<file path="src/design/sm3hbl_pkg.sv">
`default_nettype none
// ----------------------------------------------------------------------------
// sm3hbl_pkg
// Shared types, constants and functions for the SM3 bit-length hash core.
// ----------------------------------------------------------------------------
package sm3hbl_pkg;

    localparam logic [31:0] T_LOW  = 32'h79CC4519;
    localparam logic [31:0] T_HIGH = 32'h7A879D8A;

    localparam logic [31:0] IV [8] = '{
        32'h7380166F, 32'h4914B2B9, 32'h172442D7, 32'hDA8A0600,
        32'hA96F30BC, 32'h163138AA, 32'hE38DEE4D, 32'hB0FB0E4E
    };

    typedef enum logic [2:0] {
        WSEL_MSG,
        WSEL_PAD,
        WSEL_ZERO,
        WSEL_LHI,
        WSEL_LLO
    } word_sel_t;

    typedef enum logic [2:0] {
        ST_IDLE,
        ST_PAD,
        ST_ZFILL,
        ST_LLO,
        ST_ROUND,
        ST_FOLD,
        ST_EMIT
    } state_t;

    typedef struct packed {
        logic      take;
        logic      append_en;
        word_sel_t word_sel;
        logic      load_work;
        logic      round_en;
        logic      fold;
        logic      emit_adv;
        logic      iv_load;
    } cmd_t;

    typedef struct packed {
        logic fill_last;
        logic fill_14;
        logic round_last;
        logic idx_last;
        logic in_full;
    } status_t;

    function automatic logic [31:0] rotl(input logic [31:0] x, input logic [4:0] n);
        logic [63:0] tmp;
        tmp = {x, x} << n;
        return tmp[63:32];
    endfunction

    function automatic logic [31:0] perm0(input logic [31:0] x);
        return x ^ rotl(x, 5'd9) ^ rotl(x, 5'd17);
    endfunction

    function automatic logic [31:0] perm1(input logic [31:0] x);
        return x ^ rotl(x, 5'd15) ^ rotl(x, 5'd23);
    endfunction

endpackage
`default_nettype wire

</file>
<file path="src/design/sm3_hash_bit_length.sv">
`default_nettype none
// ----------------------------------------------------------------------------
// sm3_hash_bit_length
// SM3 hash of a bit-length message streamed as 32-bit big-endian words.
// ----------------------------------------------------------------------------
// Non-final word: written into the block window; when it completes a 512-bit block
// the block is compressed (64 rounds on the single round unit, then one fold).
// Final word: padding appends one word at a time to fill the block, then 1 or 2
// compressions, then 8 digest beats, one per cycle when not stalled.
// Input: stalled while a 16-word block is compressed and while the digest is shown.
// Reset: chaining value loads the IV, counters and length clear; block is idle.
module sm3_hash_bit_length (
    input  wire logic        clk,
    input  wire logic        rst_n,
    input  wire logic        in_valid,
    output logic             in_stall,
    input  wire logic [31:0] msg_word,
    input  wire logic [5:0]  valid_bits,
    input  wire logic        final_word,
    output logic             out_valid,
    input  wire logic        out_stall,
    output logic [31:0]      digest_word,
    output logic [2:0]       word_index,
    output logic             digest_last
);

    sm3hbl_pkg::cmd_t    cmd;
    sm3hbl_pkg::status_t sts;

    sm3hbl_ctrl u_ctrl (
        .clk        (clk),
        .rst_n      (rst_n),
        .in_valid   (in_valid),
        .final_word (final_word),
        .out_stall  (out_stall),
        .sts        (sts),
        .in_stall   (in_stall),
        .out_valid  (out_valid),
        .cmd        (cmd)
    );

    sm3hbl_dp u_dp (
        .clk         (clk),
        .rst_n       (rst_n),
        .msg_word    (msg_word),
        .valid_bits  (valid_bits),
        .final_word  (final_word),
        .cmd         (cmd),
        .sts         (sts),
        .digest_word (digest_word),
        .word_index  (word_index)
    );

    assign digest_last = sts.idx_last;

    // Input is never taken while a digest is being shown.
    a_no_overlap: assert property (@(posedge clk) disable iff (!rst_n)
        !(out_valid && !in_stall))
        else $error("input open during digest output");

    // Digest output closes right after its last beat.
    a_emit_end: assert property (@(posedge clk) disable iff (!rst_n)
        (out_valid && !out_stall && digest_last) |=> !out_valid)
        else $error("digest output continued past last beat");

    // Digest beats advance in order.
    a_emit_order: assert property (@(posedge clk) disable iff (!rst_n)
        (out_valid && !out_stall && !digest_last) |=>
            (out_valid && word_index == $past(word_index) + 3'd1))
        else $error("digest index skipped");

endmodule
`default_nettype wire

</file>
<file path="src/design/sm3hbl_ctrl.sv">
`default_nettype none
// ----------------------------------------------------------------------------
// sm3hbl_ctrl
// Sequencer: absorbs words, pads the final block, runs rounds, emits digest.
// ----------------------------------------------------------------------------
module sm3hbl_ctrl (
    input  wire logic               clk,
    input  wire logic               rst_n,
    input  wire logic               in_valid,
    input  wire logic               final_word,
    input  wire logic               out_stall,
    input  wire sm3hbl_pkg::status_t sts,
    output logic                    in_stall,
    output logic                    out_valid,
    output sm3hbl_pkg::cmd_t        cmd
);

    sm3hbl_pkg::state_t state_reg, state_next;
    sm3hbl_pkg::state_t ret_reg, ret_next;

    always_ff @(posedge clk or negedge rst_n)
    begin
        if (!rst_n)
        begin
            state_reg <= sm3hbl_pkg::ST_IDLE;
            ret_reg   <= sm3hbl_pkg::ST_IDLE;
        end
        else
        begin
            state_reg <= state_next;
            ret_reg   <= ret_next;
        end
    end

    always_comb
    begin
        state_next = state_reg;
        ret_next   = ret_reg;
        case (state_reg)
            sm3hbl_pkg::ST_IDLE:
            begin
                if (in_valid)
                begin
                    if (!final_word)
                    begin
                        if (sts.fill_last)
                        begin
                            state_next = sm3hbl_pkg::ST_ROUND;
                            ret_next   = sm3hbl_pkg::ST_IDLE;
                        end
                    end
                    else if (sts.in_full && sts.fill_last)
                    begin
                        state_next = sm3hbl_pkg::ST_ROUND;
                        ret_next   = sm3hbl_pkg::ST_PAD;
                    end
                    else
                    begin
                        state_next = sm3hbl_pkg::ST_PAD;
                    end
                end
            end
            sm3hbl_pkg::ST_PAD:
            begin
                if (sts.fill_last)
                begin
                    state_next = sm3hbl_pkg::ST_ROUND;
                    ret_next   = sm3hbl_pkg::ST_ZFILL;
                end
                else
                begin
                    state_next = sm3hbl_pkg::ST_ZFILL;
                end
            end
            sm3hbl_pkg::ST_ZFILL:
            begin
                if (sts.fill_14)
                begin
                    state_next = sm3hbl_pkg::ST_LLO;
                end
                else if (sts.fill_last)
                begin
                    state_next = sm3hbl_pkg::ST_ROUND;
                    ret_next   = sm3hbl_pkg::ST_ZFILL;
                end
            end
            sm3hbl_pkg::ST_LLO:
            begin
                state_next = sm3hbl_pkg::ST_ROUND;
                ret_next   = sm3hbl_pkg::ST_EMIT;
            end
            sm3hbl_pkg::ST_ROUND:
            begin
                if (sts.round_last)
                begin
                    state_next = sm3hbl_pkg::ST_FOLD;
                end
            end
            sm3hbl_pkg::ST_FOLD:
            begin
                state_next = ret_reg;
            end
            sm3hbl_pkg::ST_EMIT:
            begin
                if (!out_stall && sts.idx_last)
                begin
                    state_next = sm3hbl_pkg::ST_IDLE;
                end
            end
            default:
            begin
                state_next = sm3hbl_pkg::ST_IDLE;
            end
        endcase
    end

    always_comb
    begin
        cmd       = '0;
        cmd.word_sel = sm3hbl_pkg::WSEL_MSG;
        in_stall  = 1'b1;
        out_valid = 1'b0;
        case (state_reg)
            sm3hbl_pkg::ST_IDLE:
            begin
                in_stall = 1'b0;
                cmd.take = in_valid;
                if (in_valid && (!final_word || sts.in_full))
                begin
                    cmd.append_en = 1'b1;
                    cmd.load_work = sts.fill_last;
                end
            end
            sm3hbl_pkg::ST_PAD:
            begin
                cmd.append_en = 1'b1;
                cmd.word_sel  = sm3hbl_pkg::WSEL_PAD;
                cmd.load_work = sts.fill_last;
            end
            sm3hbl_pkg::ST_ZFILL:
            begin
                cmd.append_en = 1'b1;
                cmd.word_sel  = sts.fill_14 ? sm3hbl_pkg::WSEL_LHI : sm3hbl_pkg::WSEL_ZERO;
                cmd.load_work = sts.fill_last;
            end
            sm3hbl_pkg::ST_LLO:
            begin
                cmd.append_en = 1'b1;
                cmd.word_sel  = sm3hbl_pkg::WSEL_LLO;
                cmd.load_work = 1'b1;
            end
            sm3hbl_pkg::ST_ROUND:
            begin
                cmd.round_en = 1'b1;
            end
            sm3hbl_pkg::ST_FOLD:
            begin
                cmd.fold = 1'b1;
            end
            sm3hbl_pkg::ST_EMIT:
            begin
                out_valid    = 1'b1;
                cmd.emit_adv = !out_stall;
                cmd.iv_load  = !out_stall && sts.idx_last;
            end
            default:
            begin
                in_stall = 1'b1;
            end
        endcase
    end

endmodule
`default_nettype wire

</file>
<file path="src/design/sm3hbl_dp.sv">
`default_nettype none
// ----------------------------------------------------------------------------
// sm3hbl_dp
// Datapath: block window, length counter, round logic, chaining value.
// ----------------------------------------------------------------------------
module sm3hbl_dp (
    input  wire logic                clk,
    input  wire logic                rst_n,
    input  wire logic [31:0]         msg_word,
    input  wire logic [5:0]          valid_bits,
    input  wire logic                final_word,
    input  wire sm3hbl_pkg::cmd_t    cmd,
    output sm3hbl_pkg::status_t      sts,
    output logic [31:0]              digest_word,
    output logic [2:0]               word_index
);

    logic [31:0] win_reg [16];
    logic [31:0] work_reg [8];
    logic [31:0] chain_reg [8];
    logic [3:0]  fill_reg;
    logic [63:0] len_reg;
    logic [5:0]  round_reg;
    logic [2:0]  idx_reg;
    logic [31:0] lw_reg;
    logic [5:0]  lv_reg;

    logic [5:0]  v_sat;
    logic [31:0] pad_word;
    logic [31:0] app_word;
    logic [31:0] a12, tj, ss1, ss2, ff, gg, tt1, tt2, w_new;

    assign v_sat = (valid_bits >= 6'd32) ? 6'd32 : valid_bits;

    // Keep the leading valid bits, set the stop bit right after them.
    always_comb
    begin
        if (lv_reg[5])
        begin
            pad_word = 32'h80000000;
        end
        else
        begin
            pad_word = (lw_reg & ~(32'hFFFFFFFF >> lv_reg[4:0]))
                     | (32'h80000000 >> lv_reg[4:0]);
        end
    end

    always_comb
    begin
        case (cmd.word_sel)
            sm3hbl_pkg::WSEL_MSG:  app_word = msg_word;
            sm3hbl_pkg::WSEL_PAD:  app_word = pad_word;
            sm3hbl_pkg::WSEL_LHI:  app_word = len_reg[63:32];
            sm3hbl_pkg::WSEL_LLO:  app_word = len_reg[31:0];
            default:               app_word = 32'h0;
        endcase
    end

    always_comb
    begin
        a12 = sm3hbl_pkg::rotl(work_reg[0], 5'd12);
        tj  = sm3hbl_pkg::rotl((round_reg < 6'd16) ? sm3hbl_pkg::T_LOW : sm3hbl_pkg::T_HIGH,
                               round_reg[4:0]);
        ss1 = sm3hbl_pkg::rotl(a12 + work_reg[4] + tj, 5'd7);
        ss2 = ss1 ^ a12;
        if (round_reg < 6'd16)
        begin
            ff = work_reg[0] ^ work_reg[1] ^ work_reg[2];
            gg = work_reg[4] ^ work_reg[5] ^ work_reg[6];
        end
        else
        begin
            ff = (work_reg[0] & work_reg[1]) | (work_reg[0] & work_reg[2])
               | (work_reg[1] & work_reg[2]);
            gg = (work_reg[4] & work_reg[5]) | (~work_reg[4] & work_reg[6]);
        end
        tt1 = ff + work_reg[3] + ss2 + (win_reg[0] ^ win_reg[4]);
        tt2 = gg + work_reg[7] + ss1 + win_reg[0];
        w_new = sm3hbl_pkg::perm1(win_reg[0] ^ win_reg[7]
                                  ^ sm3hbl_pkg::rotl(win_reg[13], 5'd15))
              ^ sm3hbl_pkg::rotl(win_reg[3], 5'd7) ^ win_reg[10];
    end

    // Window shifts left: slot 15 takes the appended or expanded word.
    always_ff @(posedge clk)
    begin
        if (cmd.append_en || cmd.round_en)
        begin
            for (int i = 0; i < 15; i++)
            begin
                win_reg[i] <= win_reg[i+1];
            end
            win_reg[15] <= cmd.round_en ? w_new : app_word;
        end
        if (cmd.take && final_word)
        begin
            lw_reg <= msg_word;
            lv_reg <= v_sat;
        end
        if (cmd.load_work)
        begin
            for (int i = 0; i < 8; i++)
            begin
                work_reg[i] <= chain_reg[i];
            end
        end
        else if (cmd.round_en)
        begin
            work_reg[0] <= tt1;
            work_reg[1] <= work_reg[0];
            work_reg[2] <= sm3hbl_pkg::rotl(work_reg[1], 5'd9);
            work_reg[3] <= work_reg[2];
            work_reg[4] <= sm3hbl_pkg::perm0(tt2);
            work_reg[5] <= work_reg[4];
            work_reg[6] <= sm3hbl_pkg::rotl(work_reg[5], 5'd19);
            work_reg[7] <= work_reg[6];
        end
    end

    always_ff @(posedge clk or negedge rst_n)
    begin
        if (!rst_n)
        begin
            fill_reg  <= '0;
            len_reg   <= '0;
            round_reg <= '0;
            idx_reg   <= '0;
            for (int i = 0; i < 8; i++)
            begin
                chain_reg[i] <= sm3hbl_pkg::IV[i];
            end
        end
        else
        begin
            if (cmd.append_en)
            begin
                fill_reg <= fill_reg + 4'd1;
            end
            if (cmd.round_en)
            begin
                round_reg <= round_reg + 6'd1;
            end
            if (cmd.iv_load)
            begin
                len_reg <= '0;
            end
            else if (cmd.take)
            begin
                len_reg <= len_reg + {58'd0, (final_word ? v_sat : 6'd32)};
            end
            if (cmd.emit_adv)
            begin
                idx_reg <= idx_reg + 3'd1;
            end
            for (int i = 0; i < 8; i++)
            begin
                if (cmd.iv_load)
                begin
                    chain_reg[i] <= sm3hbl_pkg::IV[i];
                end
                else if (cmd.fold)
                begin
                    chain_reg[i] <= chain_reg[i] ^ work_reg[i];
                end
            end
        end
    end

    assign sts.fill_last  = (fill_reg == 4'd15);
    assign sts.fill_14    = (fill_reg == 4'd14);
    assign sts.round_last = (round_reg == 6'd63);
    assign sts.idx_last   = (idx_reg == 3'd7);
    assign sts.in_full    = (v_sat == 6'd32);

    assign digest_word = chain_reg[idx_reg];
    assign word_index  = idx_reg;

endmodule
`default_nettype wire

</file>
<file path="config.mk">
export PLATFORM = sky130hd
export DESIGN_NAME = sm3_hash_bit_length
export DESIGN_NICKNAME = d
export VERILOG_FILES = /design/src/design/sm3hbl_pkg.sv /design/src/design/sm3_hash_bit_length.sv /design/src/design/sm3hbl_ctrl.sv /design/src/design/sm3hbl_dp.sv
export SDC_FILE = /design/constraint.sdc
export NUM_CORES = 2
export LEC_CHECK = 0
export ABC_AREA = 1
export BUFFER_PORTS_ARGS = -buffer_cell sky130_fd_sc_hd__buf_2
export CAP_MARGIN = 20
export CORE_MARGIN = 2
export CORE_UTILIZATION = 50
export CTS_CLUSTER_SIZE = 16
export DETAILED_ROUTE_END_ITERATION = 10
export MAX_ROUTING_LAYER = met4
export PLACE_DENSITY = 0.66
export REMOVE_ABC_BUFFERS = 1
export SLEW_MARGIN = 25
export SYNTH_ARGS = -nofsm -noshare
export SYNTH_HDL_FRONTEND = slang
export SYNTH_HIERARCHICAL = 1
export SYNTH_SLANG_ARGS = --single-unit
</file>
<file path="constraint.sdc">
create_clock -name clk -period 17.7 [get_ports clk]
set_input_delay 1.77 -clock clk [delete_from_list [all_inputs] [get_ports clk]]
set_output_delay 1.77 -clock clk [all_outputs]
set_load 0.01 [all_outputs]
</file>
==> summary.txt <==
Critical Path Most Common Cell: nand2_1
Die Width: 361 µm
Pre-CTS WS: 7.97 ns
Post-synth ARST share: 29.6%
Post-CTS Setup Bufs: 0
Final setup viols: 0
CP Class: flop to flop
Crit share post-route: 56.3%
Reg clk slew, reported paths: 0.07 ns
Worst R2R Start: u_dp/round_reg[4]
Vias per std cell: 5.96
Clk sink count: 1144
Worst setup margin: 7.73 ns
Synth unique cells: 72
Min-Delay Endpoint: u_dp/win_reg[0][55]
Vias in the first global route: 48310
1st-pass router iterations: 7
CTS tree: yes
Cts hold-fix bufs: 0
PortBufs: 80
Seq/Total Area, Yosys: 51.4%
Commonest non-fill, non-tap cell in the layout: nand2_1
Fin. Hold Viols: 0
GPL Wtd Cong: 1.05
# H-tree levels: 3
Share of the synthesized area in the top cell type: 37.9%
CP max stage delay: 0.67 ns
Hold path cells: 0
Maximum buffer depth of the clock tree: 3
RSZ-0062 raised after global routing: false
Crit path from: u_dp/round_reg[4]
Routed WL: 242 mm
CTS root buffer: clkbuf_16
DRC Markers: 0
Core area: 0.127 mm²
Top area cells in the synthesized netlist: edfxtp_1 (38%), dfrtp_1 (8.6%), nand2_1 (7.6%), fa_1 (5.9%), o21ai_0 (5.8%)
Post-CTS Resized: 0
Slew headroom: 23.1%
EDFF count, synth: 805
DR WL/cell: 28.3 µm
R2R depth: 33
Max FO, Critical Path: 78
Slowest CP cell: fa_1
Crit path capture type: flop
Clock Skew: 0.0619 ns
Min-delay src: u_dp/win_reg[0][87]
Area growth, synth to finish: 9.64%
Post-synthesis xor/xnor area fraction: 4.83%
Worst-Margin Slew: 1.15 ns
Max Clock Freq: 0.100 GHz
GRT Util Overall: 38.1%
#FFs+latches synth: 1144
Synth Warn #: 6
Syn Std Cell Area: 0.0639 mm²
Post-DP HPWL: 185 mm
Synth Area in Compound Gates: 11.5%
Main combinational cell family by area after synthesis: simple AND/OR/NAND/NOR gates
CP arrival: 10.46 ns
IO Pins: 81
Adder-Cell Fraction of Synth Area: 8.06%
Share of cells above drive strength 1: 8.75%
Non-Filler Instances: 8558
Critical Path Start Type: flop
Die Y: 361 µm
Syn Area/Cell: 9.43 µm²
Dominant cell type by area after synthesis: edfxtp_1
Latest clock arrival within the worst-skew pair: 0.78 ns
RR Endpoint: u_dp/work_reg[1][25]
Most frequent cells in the layout: nand2_1 (1300), inv_1 (816), edfxtp_1 (805), o21ai_0 (741), nand3_1 (493)
First-pass GRT wire length: 345 mm
Hold Path Class: flop to flop
Drt first-iter violations: 6496
DRT antenna net count: 0
Total gr overflow: 0
Cell total after placement: 8321
Largest net degree at the start of global routing: 180
Status: finished clean
Worst endpoint required time: 18.19 ns
Post-layout nets: 7123
Vias post-DR: 51027
Number of flip-flops in the largest register: 512
Synth Flop Type: edfxtp_1
Total die area: 0.131 mm²
Tmin final: 9.97 ns
Post-synthesis simple-gate area fraction: 17.2%
CTS Buf Count: 121
MaxCap Viol Count: 0
Gate Count Post-Synth: 6769
Starting Density: 50.2%
Final slew viol count: 0
Row count: 131
Reg2reg setup slack: 7.73 ns
Mux contribution to synthesized area: 0.533%
Initial antenna violation count: 9
==> cell families (layout without fill, tap and decap cells) <==
group | after synthesis | in the layout
flip-flops | 1144 | 1144
multiplexers | 34 | 34
adder cells (fa/ha/maj) | 298 | 298
buffers and inverters | 1091 | 1213
other | 0 | 5
AND/OR/NAND/NOR | 2496 | 2496
AO/OA/AOI/OAI | 1365 | 1365
XOR/XNOR | 341 | 341
==> Yosys cell counts, drive strengths merged, types with 7 or more instances <==
| cell | count |
|---|---|
| a221oi | 22 |
| a31oi | 35 |
| a21oi | 409 |
| buf | 69 |
| nand2 | 1329 |
| fa | 189 |
| edfxtp | 805 |
| o2111ai | 11 |
| xnor2 | 100 |
| dfstp | 119 |
| xor2 | 236 |
| nor3 | 208 |
| clkbuf | 185 |
| o22ai | 19 |
| or2 | 38 |
| nor2 | 322 |
| nand3 | 502 |
| a211oi | 12 |
| mux2i | 34 |
| o21bai | 15 |
| inv | 831 |
| nor4 | 10 |
| o21a | 7 |
| dfrtp | 220 |
| o21ai | 781 |
| a21boi | 8 |
| a21o | 24 |
| nand3b | 8 |
| nand4 | 69 |
| o31ai | 10 |
| ha | 109 |
==> cell type report <==
class / count / area (µm²)
clock buffers: 160 / 3310
clock inverters: 72 / 747
well taps: 1662 / 2080
flip-flops and latches: 1144 / 32800
inverters: 837 / 3160
repair buffers: 144 / 957
diodes: 5 / 12.5
fillers: 11416 / 57200
multi-input cells: 4534 / 26900
==> worst max path at each step <==
| stage | endpoint | slack, ns |
|---|---|---|
| after floorplan | u_dp/work_reg[0][3] | -2.10 |
| after global placement | u_dp/work_reg[0][26] | 7.97 |
| after detailed placement | u_dp/work_reg[0][31] | 7.97 |
| after CTS | u_dp/work_reg[0][31] | 7.92 |
| after global routing | u_dp/work_reg[0][31] | 7.29 |
| final | u_dp/work_reg[1][25] | 7.73 |
==> worst max-delay path, delay by kind of cell (launching register included) <==
family,cells,cell delay (ns)
xor+xnor,1,0.46
fa+ha+maj,6,2.67
compound gates,8,2.19
simple gates,14,2.94
buf+inv,4,0.99
flops,1,0.36
==> metal layers <==
metal	up-vias	part of all wire (%)	track usage (%)
li1	22887	-	-
met1	25196	42	51.6
met2	2510	44	55.9
met3	434	8.0	5.56
met4	0	6.2	19.7
met5	-	0	-
==> through the flow <==
step                setup TNS, ns  util [%]  hold slack, ns  area [µm²]
finish                          0      55.0           0.391       70000
floorplan                  -62.68         -           0.400       62800
detailed placement              0      51.8           0.405       65900
CTS                             0      55.0           0.386       70000
global placement                0      51.8           0.400       65900
global route                    0      55.0           0.401       70000
Power is not shown: default switching activity piles up to over one toggle a cycle in this logic, so the estimate is an artifact.
